$ cat src/rtl/core/aeu_pkg.sv
`timescale 1ns / 1ps
`default_nettype none
// ---------------------------------------------------------------------------
// aeu_pkg
// Shared constants and types of the absolute encoder unwrap checker.
// ---------------------------------------------------------------------------
package aeu_pkg;

   // fixed field widths
   localparam int STAMP_BITS  = 64;
   localparam int RAW_BITS    = 16;
   localparam int LIMIT_BITS  = 32;
   localparam int TOTAL_BITS  = 64;
   localparam int STATUS_BITS = 3;

   // result status codes
   localparam logic [STATUS_BITS-1:0] ST_OK        = 3'd0;
   localparam logic [STATUS_BITS-1:0] ST_STALE     = 3'd1;
   localparam logic [STATUS_BITS-1:0] ST_READ_FAIL = 3'd2;
   localparam logic [STATUS_BITS-1:0] ST_JUMP      = 3'd3;
   localparam logic [STATUS_BITS-1:0] ST_OVERFLOW  = 3'd4;

   // control register indexes
   localparam int CSR_ADDR_BITS = 2;
   localparam logic [CSR_ADDR_BITS-1:0] CSR_CENTER   = 2'd0;
   localparam logic [CSR_ADDR_BITS-1:0] CSR_MAX_JUMP = 2'd1;
   localparam logic [CSR_ADDR_BITS-1:0] CSR_TIMEOUT  = 2'd2;

   localparam logic [LIMIT_BITS-1:0] TIMEOUT_RESET = 32'd100000;
   localparam int                    JUMP_RESET    = 256;

   // decision for one reading, drives the state update
   typedef struct packed {
      logic [STATUS_BITS-1:0] status;
      logic                   mark_seen;
      logic                   seed;
      logic                   advance_total;
      logic                   bump_comm;
      logic                   bump_jump;
   } aeu_verdict_type;

endpackage
`default_nettype wire

$ cat src/rtl/core/aeu_eval.sv
`timescale 1ns / 1ps
`default_nettype none
// ---------------------------------------------------------------------------
// aeu_eval
// Checks one reading against the tracked state and decides how it updates.
// ---------------------------------------------------------------------------
module aeu_eval #(
   parameter int COUNT_BITS = 12
) (
   input  wire logic [aeu_pkg::STAMP_BITS-1:0] stamp_us,
   input  wire logic                           read_ok,
   input  wire logic [aeu_pkg::RAW_BITS-1:0]   raw_value,
   input  wire logic                           seen,
   input  wire logic [aeu_pkg::STAMP_BITS-1:0] last_seen_stamp,
   input  wire logic                           seeded,
   input  wire logic [COUNT_BITS-1:0]          prev_count,
   input  wire logic [aeu_pkg::TOTAL_BITS-1:0] running_total,
   input  wire logic [COUNT_BITS-2:0]          max_jump,
   output aeu_pkg::aeu_verdict_type            verdict,
   output logic [aeu_pkg::TOTAL_BITS-1:0]      total_sum
);

   localparam logic [aeu_pkg::RAW_BITS-1:0] RawMax =
      aeu_pkg::RAW_BITS'((1 << COUNT_BITS) - 1);

   logic                  stale;
   logic                  bad_read;
   logic [COUNT_BITS-1:0] step;
   logic [COUNT_BITS-1:0] step_mag;
   logic                  jump_big;
   logic                  overflow;

   // wrapped step is the modular difference taken as signed
   assign stale    = seen && (stamp_us <= last_seen_stamp);
   assign bad_read = !read_ok || (raw_value > RawMax);
   assign step     = raw_value[COUNT_BITS-1:0] - prev_count;
   assign step_mag = step[COUNT_BITS-1] ? (~step + 1'b1) : step;
   assign jump_big = step_mag > {1'b0, max_jump};

   // signed add with overflow on matching input signs
   assign total_sum = running_total +
                      {{(aeu_pkg::TOTAL_BITS-COUNT_BITS){step[COUNT_BITS-1]}}, step};
   assign overflow  = (running_total[aeu_pkg::TOTAL_BITS-1] == step[COUNT_BITS-1]) &&
                      (total_sum[aeu_pkg::TOTAL_BITS-1] !=
                       running_total[aeu_pkg::TOTAL_BITS-1]);

   // priority of rejections
   always_comb begin
      verdict = '0;
      verdict.status = aeu_pkg::ST_OK;
      if (stale) begin
         verdict.status    = aeu_pkg::ST_STALE;
         verdict.bump_comm = 1'b1;
      end else begin
         verdict.mark_seen = 1'b1;
         if (bad_read) begin
            verdict.status    = aeu_pkg::ST_READ_FAIL;
            verdict.bump_comm = 1'b1;
         end else if (!seeded) begin
            verdict.seed = 1'b1;
         end else if (jump_big) begin
            verdict.status    = aeu_pkg::ST_JUMP;
            verdict.bump_jump = 1'b1;
         end else if (overflow) begin
            verdict.status    = aeu_pkg::ST_OVERFLOW;
            verdict.bump_jump = 1'b1;
         end else begin
            verdict.advance_total = 1'b1;
         end
      end
   end

endmodule
`default_nettype wire

$ cat src/rtl/core/aeu_report.sv
`timescale 1ns / 1ps
`default_nettype none
// ---------------------------------------------------------------------------
// aeu_report
// Forms the centre offset and the freshness flag from the updated state.
// ---------------------------------------------------------------------------
module aeu_report #(
   parameter int COUNT_BITS = 12
) (
   input  wire logic [aeu_pkg::STAMP_BITS-1:0] stamp_us,
   input  wire logic [aeu_pkg::LIMIT_BITS-1:0] timeout_override,
   input  wire logic [aeu_pkg::LIMIT_BITS-1:0] fresh_timeout,
   input  wire logic                           seeded,
   input  wire logic [aeu_pkg::STAMP_BITS-1:0] last_good_stamp,
   input  wire logic [COUNT_BITS-1:0]          count,
   input  wire logic [COUNT_BITS-1:0]          center_count,
   output logic [COUNT_BITS-1:0]               offset_from_center,
   output logic                                is_fresh
);

   logic [aeu_pkg::LIMIT_BITS-1:0] limit;
   logic [aeu_pkg::STAMP_BITS-1:0] age;

   // modular difference is already the wrapped signed offset
   assign offset_from_center = count - center_count;

   // zero override selects the configured timeout
   assign limit    = (timeout_override == '0) ? fresh_timeout : timeout_override;
   assign age      = stamp_us - last_good_stamp;
   assign is_fresh = seeded && (stamp_us >= last_good_stamp) &&
                     (age <= {{(aeu_pkg::STAMP_BITS-aeu_pkg::LIMIT_BITS){1'b0}}, limit});

endmodule
`default_nettype wire

$ cat src/rtl/core/absolute_encoder_unwrap_checker_unit.sv
`timescale 1ns / 1ps
`default_nettype none
// ---------------------------------------------------------------------------
// absolute_encoder_unwrap_checker_unit
// Multi-turn unwrap and plausibility check for timestamped encoder readings.
// ---------------------------------------------------------------------------
// One beat in gives one beat out. A beat is taken into an input register,
// then checked and folded into the tracked state once the output register is
// free, and its result is held in the output register until taken; a new
// beat is accepted every cycle while the result side keeps up. The per-beat
// path is the 64-bit step add with its overflow test and the 64-bit timestamp
// compares. No clearing pass follows reset; the block is ready as soon as
// reset drops.
// ---------------------------------------------------------------------------
module absolute_encoder_unwrap_checker_unit #(
   parameter int COUNT_BITS = 12,
   parameter int TALLY_BITS = 32
) (
   input  wire logic                              clock,
   input  wire logic                              reset,
   // control registers
   input  wire logic                              csr_we,
   input  wire logic [aeu_pkg::CSR_ADDR_BITS-1:0] csr_addr,
   input  wire logic [aeu_pkg::LIMIT_BITS-1:0]    csr_wdata,
   // reading beats
   input  wire logic                              req_tvalid,
   output logic                                   req_tready,
   // stamp_us[63:0], raw_value[79:64], timeout_override[111:80]
   input  wire logic [111:0]                      req_tdata,
   // read_ok
   input  wire logic                              req_tuser,
   // result beats
   output logic                                   rsp_tvalid,
   input  wire logic                              rsp_tready,
   // stamp_echo, last_count, offset_from_center, total_count, comm_errors,
   // jump_errors, is_fresh, zero fill
   output logic [((2*aeu_pkg::STAMP_BITS + 2*COUNT_BITS + 2*TALLY_BITS + 1 + 7) / 8) * 8 - 1:0]
                                                  rsp_tdata,
   // sample_valid, status
   output logic [aeu_pkg::STATUS_BITS:0]          rsp_tuser
);

   localparam int RspBits = 2*aeu_pkg::STAMP_BITS + 2*COUNT_BITS + 2*TALLY_BITS + 1;
   localparam int RspW    = ((RspBits + 7) / 8) * 8;
   localparam int SB      = aeu_pkg::STAMP_BITS;
   localparam int RB      = aeu_pkg::RAW_BITS;
   localparam int LB      = aeu_pkg::LIMIT_BITS;
   localparam int TB      = aeu_pkg::TOTAL_BITS;

   // configuration
   logic [COUNT_BITS-1:0] center_ff;
   logic [COUNT_BITS-2:0] max_jump_ff;
   logic [LB-1:0]         timeout_ff;

   // input stage
   logic          in_valid_ff, in_valid_in;
   logic [SB-1:0] in_stamp_ff;
   logic          in_ok_ff;
   logic [RB-1:0] in_raw_ff;
   logic [LB-1:0] in_limit_ff;

   // tracked state
   logic                  seen_ff, seen_in;
   logic [SB-1:0]         last_seen_ff, last_seen_in;
   logic [SB-1:0]         last_good_ff, last_good_in;
   logic [COUNT_BITS-1:0] prev_count_ff, prev_count_in;
   logic [TB-1:0]         total_ff, total_in;
   logic                  seeded_ff, seeded_in;
   logic [TALLY_BITS-1:0] comm_tally_ff, comm_tally_in;
   logic [TALLY_BITS-1:0] jump_tally_ff, jump_tally_in;

   // result stage
   logic                            rsp_valid_ff, rsp_valid_in;
   logic [aeu_pkg::STATUS_BITS-1:0] out_status_ff;
   logic [SB-1:0]                   out_stamp_ff;
   logic [COUNT_BITS-1:0]           out_count_ff;
   logic [COUNT_BITS-1:0]           out_offset_ff;
   logic [TB-1:0]                   out_total_ff;
   logic [TALLY_BITS-1:0]           out_comm_ff;
   logic [TALLY_BITS-1:0]           out_jump_ff;
   logic                            out_fresh_ff;

   logic                     req_fire;
   logic                     out_free;
   logic                     step_fire;
   aeu_pkg::aeu_verdict_type verdict;
   logic [TB-1:0]            total_sum;
   logic [COUNT_BITS-1:0]    offset;
   logic                     fresh;

   // handshake
   assign out_free   = !rsp_valid_ff || rsp_tready;
   assign step_fire  = in_valid_ff && out_free;
   assign req_tready = !in_valid_ff || out_free;
   assign req_fire   = req_tvalid && req_tready;

   assign in_valid_in  = req_fire || (in_valid_ff && !step_fire);
   assign rsp_valid_in = step_fire || (rsp_valid_ff && !rsp_tready);

   // check of the held beat
   aeu_eval #(
      .COUNT_BITS(COUNT_BITS)
   ) u_eval (
      .stamp_us       (in_stamp_ff),
      .read_ok        (in_ok_ff),
      .raw_value      (in_raw_ff),
      .seen           (seen_ff),
      .last_seen_stamp(last_seen_ff),
      .seeded         (seeded_ff),
      .prev_count     (prev_count_ff),
      .running_total  (total_ff),
      .max_jump       (max_jump_ff),
      .verdict        (verdict),
      .total_sum      (total_sum)
   );

   // next tracked state
   always_comb begin
      seen_in       = seen_ff || verdict.mark_seen;
      last_seen_in  = verdict.mark_seen ? in_stamp_ff : last_seen_ff;
      seeded_in     = seeded_ff;
      prev_count_in = prev_count_ff;
      total_in      = total_ff;
      last_good_in  = last_good_ff;
      if (verdict.seed) begin
         seeded_in     = 1'b1;
         prev_count_in = in_raw_ff[COUNT_BITS-1:0];
         total_in      = {{(TB-COUNT_BITS){1'b0}}, in_raw_ff[COUNT_BITS-1:0]};
         last_good_in  = in_stamp_ff;
      end else if (verdict.advance_total) begin
         prev_count_in = in_raw_ff[COUNT_BITS-1:0];
         total_in      = total_sum;
         last_good_in  = in_stamp_ff;
      end
      comm_tally_in = comm_tally_ff;
      if (verdict.bump_comm && (comm_tally_ff != '1)) begin
         comm_tally_in = comm_tally_ff + 1'b1;
      end
      jump_tally_in = jump_tally_ff;
      if (verdict.bump_jump && (jump_tally_ff != '1)) begin
         jump_tally_in = jump_tally_ff + 1'b1;
      end
   end

   // offset and freshness after the update
   aeu_report #(
      .COUNT_BITS(COUNT_BITS)
   ) u_report (
      .stamp_us          (in_stamp_ff),
      .timeout_override  (in_limit_ff),
      .fresh_timeout     (timeout_ff),
      .seeded            (seeded_in),
      .last_good_stamp   (last_good_in),
      .count             (prev_count_in),
      .center_count      (center_ff),
      .offset_from_center(offset),
      .is_fresh          (fresh)
   );

   // control registers
   always_ff @(posedge clock) begin
      if (reset) begin
         center_ff   <= '0;
         max_jump_ff <= (COUNT_BITS-1)'(aeu_pkg::JUMP_RESET);
         timeout_ff  <= aeu_pkg::TIMEOUT_RESET;
      end else if (csr_we) begin
         case (csr_addr)
            aeu_pkg::CSR_CENTER:   center_ff   <= csr_wdata[COUNT_BITS-1:0];
            aeu_pkg::CSR_MAX_JUMP: max_jump_ff <= csr_wdata[COUNT_BITS-2:0];
            aeu_pkg::CSR_TIMEOUT:  timeout_ff  <= csr_wdata;
            default: begin
            end
         endcase
      end
   end

   // valid flags and tracked state
   always_ff @(posedge clock) begin
      if (reset) begin
         in_valid_ff   <= 1'b0;
         rsp_valid_ff  <= 1'b0;
         seen_ff       <= 1'b0;
         last_seen_ff  <= '0;
         last_good_ff  <= '0;
         prev_count_ff <= '0;
         total_ff      <= '0;
         seeded_ff     <= 1'b0;
         comm_tally_ff <= '0;
         jump_tally_ff <= '0;
      end else begin
         in_valid_ff  <= in_valid_in;
         rsp_valid_ff <= rsp_valid_in;
         if (step_fire) begin
            seen_ff       <= seen_in;
            last_seen_ff  <= last_seen_in;
            last_good_ff  <= last_good_in;
            prev_count_ff <= prev_count_in;
            total_ff      <= total_in;
            seeded_ff     <= seeded_in;
            comm_tally_ff <= comm_tally_in;
            jump_tally_ff <= jump_tally_in;
         end
      end
   end

   // input beat capture
   always_ff @(posedge clock) begin
      if (req_fire) begin
         in_stamp_ff <= req_tdata[SB-1:0];
         in_raw_ff   <= req_tdata[SB+RB-1:SB];
         in_limit_ff <= req_tdata[SB+RB+LB-1:SB+RB];
         in_ok_ff    <= req_tuser;
      end
   end

   // result beat capture
   always_ff @(posedge clock) begin
      if (step_fire) begin
         out_status_ff <= verdict.status;
         out_stamp_ff  <= in_stamp_ff;
         out_count_ff  <= prev_count_in;
         out_offset_ff <= offset;
         out_total_ff  <= total_in;
         out_comm_ff   <= comm_tally_in;
         out_jump_ff   <= jump_tally_in;
         out_fresh_ff  <= fresh;
      end
   end

   assign rsp_tvalid = rsp_valid_ff;
   assign rsp_tuser  = {out_status_ff, out_status_ff == aeu_pkg::ST_OK};
   assign rsp_tdata  = {{(RspW-RspBits){1'b0}}, out_fresh_ff, out_jump_ff, out_comm_ff,
                        out_total_ff, out_offset_ff, out_count_ff, out_stamp_ff};

   // an accepted reading is always fresh at its own stamp
   a_good_is_fresh: assert property (@(posedge clock) disable iff (reset)
      rsp_valid_ff && (out_status_ff == aeu_pkg::ST_OK) |-> out_fresh_ff)
      else $error("accepted reading reported stale");

   // tallies never move backward
   a_tally_monotonic: assert property (@(posedge clock) disable iff (reset)
      1'b1 |=> (comm_tally_ff >= $past(comm_tally_ff)) &&
               (jump_tally_ff >= $past(jump_tally_ff)))
      else $error("error tally decreased");

   // total stays zero until the first good reading
   a_unseeded_total: assert property (@(posedge clock) disable iff (reset)
      !seeded_ff |-> (total_ff == '0) && (prev_count_ff == '0))
      else $error("total moved before seeding");

   // a held beat is not overwritten while the result side stalls
   a_hold_input: assert property (@(posedge clock) disable iff (reset)
      in_valid_ff && !out_free |=> in_valid_ff && $stable(in_stamp_ff))
      else $error("input beat lost under stall");

endmodule
`default_nettype wire

$ cat config.mk
export PLATFORM = sky130hd
export DESIGN_NAME = absolute_encoder_unwrap_checker_unit
export DESIGN_NICKNAME = d
export VERILOG_FILES = /design/src/rtl/core/aeu_pkg.sv /design/src/rtl/core/aeu_eval.sv /design/src/rtl/core/aeu_report.sv /design/src/rtl/core/absolute_encoder_unwrap_checker_unit.sv
export SDC_FILE = /design/constraint.sdc
export NUM_CORES = 2
export LEC_CHECK = 0
export BUFFER_PORTS_ARGS = -buffer_cell sky130_fd_sc_hd__buf_4
export CORE_ASPECT_RATIO = 0.8
export CORE_MARGIN = 2
export CORE_UTILIZATION = 54
export DETAILED_ROUTE_END_ITERATION = 7
export PLACE_DENSITY = 0.77
export SLEW_MARGIN = 20
export SYNTH_ARGS = -nofsm -noshare
export SYNTH_HDL_FRONTEND = slang
export SYNTH_SLANG_ARGS = --single-unit
$ cat constraint.sdc
create_clock -name clock -period 11 [get_ports clock]
set_clock_uncertainty 0.15 [all_clocks]
set_input_delay 1.65 -clock clock [delete_from_list [all_inputs] [get_ports clock]]
set_output_delay 1.65 -clock clock [all_outputs]
set_load 0.005 [all_outputs]
* Word level (Yosys, flattened, before mapping)
Index checks and enable logic that the tools add are counted.
** Cells by class
- Add/sub/neg operators :: 7
- Equality and inequality tests :: 6
- Bitwise gates (word level) :: 2
- Order comparisons :: 5
- Reductions and logical operators :: 29
- Multiplexer cells :: 28
** Operators with widths (number)
- $mux 64 :: 4
- $mux 32 :: 3
- $add 32x1->32 const B :: 2
- $add 64x64->64 :: 1
- $ge 64x64->1 :: 1
- $le 64x32->1 :: 1
- $le 64x64->1 :: 1
- $ne 32x32->1 const B :: 2
- $sub 64x64->64 :: 1
- $mux 12 :: 3
- $logic_not 32->1 :: 1
- $sub 12x12->12 :: 2
- $gt 16x12->1 const B :: 1
- $add 12x1->12 const B :: 1
- $gt 12x11->1 :: 1
- $mux 1 :: 12
- $not 12->12 :: 1
- $logic_and 1x1->1 :: 10
- $mux 2 :: 4
- $reduce_and 2->1 :: 4
- $logic_or 1x1->1 :: 6
- $mux 3 :: 2
- $logic_not 1->1 :: 5
- $reduce_or 4->1 :: 1
- other kinds (7) :: 7
** Word-level totals
- Input bits :: 152
- Word-level logic and storage cells :: 103
- Output and inout bits :: 230
- Register bits after elaboration :: 660

* Longest topological paths before layout
- Depth in word-level cells :: 14
- Gate-level depth with buffers :: 51

* Hierarchy
From an unflattened synthesis, not the netlist that was laid out.
** Second synthesis, totals
- Cells, all modules :: 4177
- Area, all modules :: 37992.7 um2
** By module, submodules not included
- absolute_encoder_unwrap_checker_unit :: cells an instance 2277, times used 1, area an instance 25266.7 um2
- aeu_eval :: cells an instance 982, times used 1, area an instance 6688.9 um2
- aeu_report :: cells an instance 918, times used 1, area an instance 6037.0 um2

* Least setup slack after synthesis
OpenSTA, ideal clock, no wires.
- Kind :: register to register
- Start point :: reg in_raw_ff[4]
- End point :: reg out_fresh_ff, data pin
- Stages on the path, launching flop included :: 49
- Library setup time :: 0.176 ns
- Buffers on the path :: 5
- Data arrival time :: 10.557 ns
- Setup slack :: 0.117 ns
- Cells stage by stage :: edfxtp_1 ha_1 buf_2 a2111o_1 o211a_1 a211oi_1 o41ai_1 xor2_1 inv_1 clkbuf_1 o31ai_1 xnor2_1 ha_1 a2111oi_0 nand2_1 a31oi_1 o32ai_1 or4_4 [13 not listed] nor2_1 o21ai_0 a31oi_1 o21ai_0 xor2_1 ha_1 nand2_1 o21ai_0 a221oi_1 nor2_1 o21ai_0 o211ai_1 nor4_1 nand4_1 a2111oi_0 o2111ai_1 nand4b_1 nor4_1
** On the way
- Word-level cells in the longest chain between the ends :: 14
- Elaborated cells between the ends (all ways) :: 24
- Classes of those cells :: 4 x add/sub; 4 x order compare; 2 x eq/ne; 9 x mux; 1 x bitwise; 4 x reduce/logical
** Ends and longest elaborated chain
- from (decl) :: RTL line absolute_encoder_unwrap_checker_unit.sv:59 : logic [RB-1:0] in_raw_ff;
- from (signal assigned) :: RTL line absolute_encoder_unwrap_checker_unit.sv:210 : in_raw_ff <= req_tdata[SB+RB-1:SB];
- $sub 12x12->12 :: RTL line aeu_eval.sv:36 : assign step = raw_value[COUNT_BITS-1:0] - prev_count;
- $not 12->12 / $add 64x64->64 (equally long branches) :: RTL line aeu_eval.sv:37, aeu_eval.sv:41
- $add 12x1->12 / $ne 1x1->1 (equally long branches) :: RTL line aeu_eval.sv:37, aeu_eval.sv:44
- $mux 12 / $logic_and 1x1->1 (equally long branches) :: RTL line aeu_eval.sv:37, aeu_eval.sv:43
- $gt 12x11->1 / $mux 1 (equally long branches) :: RTL line aeu_eval.sv:38, aeu_eval.sv:64
- $mux 1 :: RTL line aeu_eval.sv:61 : end else if (jump_big) begin
- $mux 1 :: RTL line aeu_eval.sv:59 : end else if (!seeded) begin
- $mux 2 (*) :: RTL line aeu_eval.sv:56 : if (bad_read) begin
- $mux 3 (*) :: RTL line aeu_eval.sv:51 : if (stale) begin
- $mux 64 :: RTL line absolute_encoder_unwrap_checker_unit.sv:130 : end else if (verdict.advance_total) begin
- $mux 64 :: RTL line absolute_encoder_unwrap_checker_unit.sv:125 : if (verdict.seed) begin
- $sub 64x64->64 / $ge 64x64->1 (equally long branches) :: RTL line aeu_report.sv:29, aeu_report.sv:30
- $le 64x32->1 / $logic_and 1x1->1 (equally long branches) :: RTL line aeu_report.sv:31, aeu_report.sv:30
- $logic_and 1x1->1 (*) :: RTL line aeu_report.sv:30 : assign is_fresh = seeded && (stamp_us >= last_good_stamp) &&
- named net fresh :: RTL line absolute_encoder_unwrap_checker_unit.sv:89 : logic fresh;
- to (signal assigned) :: RTL line absolute_encoder_unwrap_checker_unit.sv:226 : out_fresh_ff <= fresh;
- to (decl) :: RTL line absolute_encoder_unwrap_checker_unit.sv:81 : logic out_fresh_ff;
Mark *: on every way through the listed nets, which the timed path passes. The rest lies on a longest branch.
A chain may end at the register's enable or synchronous reset.

* Worst setup path after layout
- Start point :: reg in_raw_ff[0]
- End point :: reg out_fresh_ff, data pin
Same word-level chain as after synthesis.

==> results.txt <==
design area: 42200 um^2
CP dominant cell by count: ha_1
final wirelength: 98.9 mm
Worst Path Required: 11260 ps
outcome: finished, final reports clean
GPL Wtd Cong: 0.962
Slew Limit Headroom: 0.309
Leak: 16.7 nW
net switching power: 1.52 mW
mean number of vias per cell: 5.87
Tot Pwr: 5.84 mW
top_reg_cell synth: edfxtp_1
H-tree Lvls: 3
arrival time worst endpoint: 10700 ps
Die Wd: 294 um
hold path depth: 2
DP HPWL: 71.6 mm
first-pass GRT wire length: 153 mm
Hold Buf Count CTS: 0
Syn Std Cell Area: 36300 um^2
Post-Syn Area per Cell: 9.42 um^2
total global routing track utilization: 0.276
# DRC: 0
share of the synthesized area in the top cell type: 0.276
Power Density: 138 nW/um^2
Filler cells: 5427
TritonCTS clock tree: built
Netlist cell types: 81
max incr delay on CP: 610 ps
initial antenna violation count: 4
type of origin of the critical path: flip-flop
CP Capture Type: flip-flop
Die ar.: 69300 um^2
switching part of the total power: 0.261
cts bufs inserted: 67
# IOs: 382
Routed Antenna Nets: 0
kind of critical path: reg2reg
Post-synth EDFFs: 333
largest area contributor in the netlist: edfxtp_1
IO Port Bufs: 374
worst hold margin: 303 ps
final net count: 4581
final worst path period need: 10440 ps
post-synthesis sequential area ratio: 0.456
Root Driver: clkbuf_16
placed cell area: 39700 um^2
CP max FO: 17
FFs w/ async S/R, synth: 0
CP max stage cell: or4_4
Hold Vio Cnt, Final: 0
clk_lat worst skew: 600 ps
Worst Max-Slew Pin Slew: 1030 ps
area of the multi-input gates: 18600 um^2
sequential share of power: 0.470
via count: 29800
met3 usage in global routing: 0.0486
core region area: 66100 um^2
# setup viols final: 0
reg2reg path depth: 40
Area Growth Syn to Fin: 16.3%
CTS Buffer Depth: 3
grt peak-use layer: met1
Internal Power: 4.31 mW
Sink Count: 660
drt first pass iters: 6
number of synthesized register bits: 660
met2 usage: 0.406
vias in the first global route: 27500
initial core utilization: 0.549
Synth Instances: 3853
largest cells by area after synthesis: edfxtp_1, dfxtp_1, ha_1
met1 Resource Use GR: 0.415
VDD IR max: 0.000130 V
share of cells above drive strength 1: 0.138
ratio of final minimum period to clock period: 0.949
Hold/Removal Path Class: reg2reg
largest net degree at the start of global routing: 126
starting DRC count in detailed routing: 2447
residual overflow from global routing: 0
max-slew violations: 0
wire per inst: 19.5 um
fmax: 0.0958 GHz
max-cap violations: 0
register area: 16500 um^2
die height: 236 um
Logic pwr share: 0.142
YS warnings: 0
row cnt: 84
clk slew on worst S/H paths: 70 ps
Clk pwr share: 0.388
-- final timing paths --
path,startpoint,end,slack (ps)
max,in_raw_ff[0],out_fresh_ff,560
min,last_good_ff[34],last_good_ff[34],300
max reg2reg,in_raw_ff[0],out_fresh_ff,560
min reg2reg,last_good_ff[34],last_good_ff[34],300
-- cells in the mapped netlist (28+ instances only) --
master,number
a21oi_1,427
a22o_1,31
a21o_1,68
inv_1,160
o21a_1,33
edfxtp_1,333
clkbuf_1,140
nor4_1,28
xor2_1,98
nor3_1,52
o21ai_0,172
xnor2_1,137
dfxtp_1,327
mux2i_1,170
nand4_1,73
nand2_1,463
or3_1,36
ha_1,260
nor2_1,376
nand3_1,85
-- logic make-up (layout without fill, tap and decap cells) --
family,Yosys count,in the layout,share of synthesized area
compound gates,929,929,0.155
other cells,1,8,0.000103
fa+ha+maj,264,264,0.0919
mux,172,172,0.0475
simple gates,1249,1249,0.155
buf+inv,343,701,0.0381
xor+xnor,235,235,0.0567
flops,660,660,0.456
-- sequential cells by signal, summed over array words and instances, names as in the netlist, 3 cells and up --
signal	cells
last_good_ff	64
out_stamp_ff	64
jump_tally_ff	32
out_comm_ff	32
last_seen_ff	64
prev_count_ff	12
in_stamp_ff	64
comm_tally_ff	32
out_offset_ff	12
out_jump_ff	32
in_raw_ff	16
out_status_ff	3
out_total_ff	64
in_limit_ff	32
timeout_ff	32
center_ff	12
total_ff	64
out_count_ff	12
max_jump_ff	11
-- critical path: cells and delay by family, from the launching register on --
family,cells,cell delay [ps]
buf+inv,3,320
compound gates,16,3970
xor+xnor,2,200
fa+ha+maj,5,1640
flops,1,410
simple gates,13,3360
mux,1,170
-- routing by layer --
| layer | vias to the layer above | part of all wire |
|---|---|---|
| li1 | 14400 | - |
| met1 | 14100 | 0.47 |
| met2 | 1116 | 0.43 |
| met3 | 150 | 0.082 |
| met4 | 0 | 0.025 |
| met5 | - | 0 |
-- power by group through the flow --
| stage | Clock (mW) | Combinational [mW] | Sequential, mW |
|---|---|---|---|
| final | 2.26 | 0.831 | 2.74 |
| after floorplan | 0 | 0.524 | 2.78 |
| after global routing | 2.40 | 0.913 | 2.75 |
| after global placement | 0 | 0.789 | 2.79 |
| after detailed placement | 0 | 0.796 | 2.79 |
| after CTS | 2.31 | 0.804 | 2.74 |
-- repair_timing --
action                                 CTS  global route
setup endpoints to repair                1             1
pin swaps                                0             4
endpoints found under the hold margin    0             0
resized for setup                        3            32
setup buffers                            0            12
-- placed cells by master (no fill, tap or decap), types with 16 or more instances in the layout --
| master | Yosys | final |
|---|---|---|
| and3_1 | 21 | 21 |
| ha_1 | 260 | 257 |
| o21ai_0 | 172 | 171 |
| clkbuf_16 | 0 | 69 |
| mux2i_1 | 170 | 169 |
| nor2_1 | 376 | 370 |
| o211ai_1 | 17 | 17 |
| buf_4 | 15 | 416 |
| a21o_1 | 68 | 68 |
| a211oi_1 | 27 | 25 |
| or3_1 | 36 | 36 |
| clkbuf_1 | 140 | 16 |
| nand3_1 | 85 | 85 |
| o21a_1 | 33 | 33 |
| nand2_1 | 463 | 460 |
| nand4_1 | 73 | 73 |
| dfxtp_1 | 327 | 327 |
| nand2b_1 | 27 | 26 |
| nor3_1 | 52 | 50 |
| o21bai_1 | 23 | 23 |
| edfxtp_1 | 333 | 333 |
| nor4_1 | 28 | 27 |
| a21oi_1 | 427 | 425 |
| xor2_1 | 98 | 98 |
| inv_1 | 160 | 159 |
| a22o_1 | 31 | 31 |
| xnor2_1 | 137 | 135 |
| nor2b_1 | 27 | 27 |
-- area by class of cell --
| type | count | share of cell area |
|---|---|---|
| flip-flops and latches | 660 | 0.392 |
| clock inverters | 29 | 0.00661 |
| repair buffers | 419 | 0.0753 |
| multi-input cells | 2856 | 0.441 |
| diodes | 1 | 0.0000593 |
| well taps | 860 | 0.0255 |
| clock buffers | 92 | 0.0445 |
| inverters | 161 | 0.0148 |
-- through the flow --
step                      setup TNS, ps  std cells  setup WS [ps]   util
after floorplan                       0       3859            117      -
after global placement                0       4943           83.8  0.601
after detailed placement           -143       4943           -143  0.601
after CTS                             0       5064           21.6  0.634
after global routing              -41.5       5077          -41.5  0.638
final                                 0       5078            562  0.638
(Power assumes the default switching activity.)
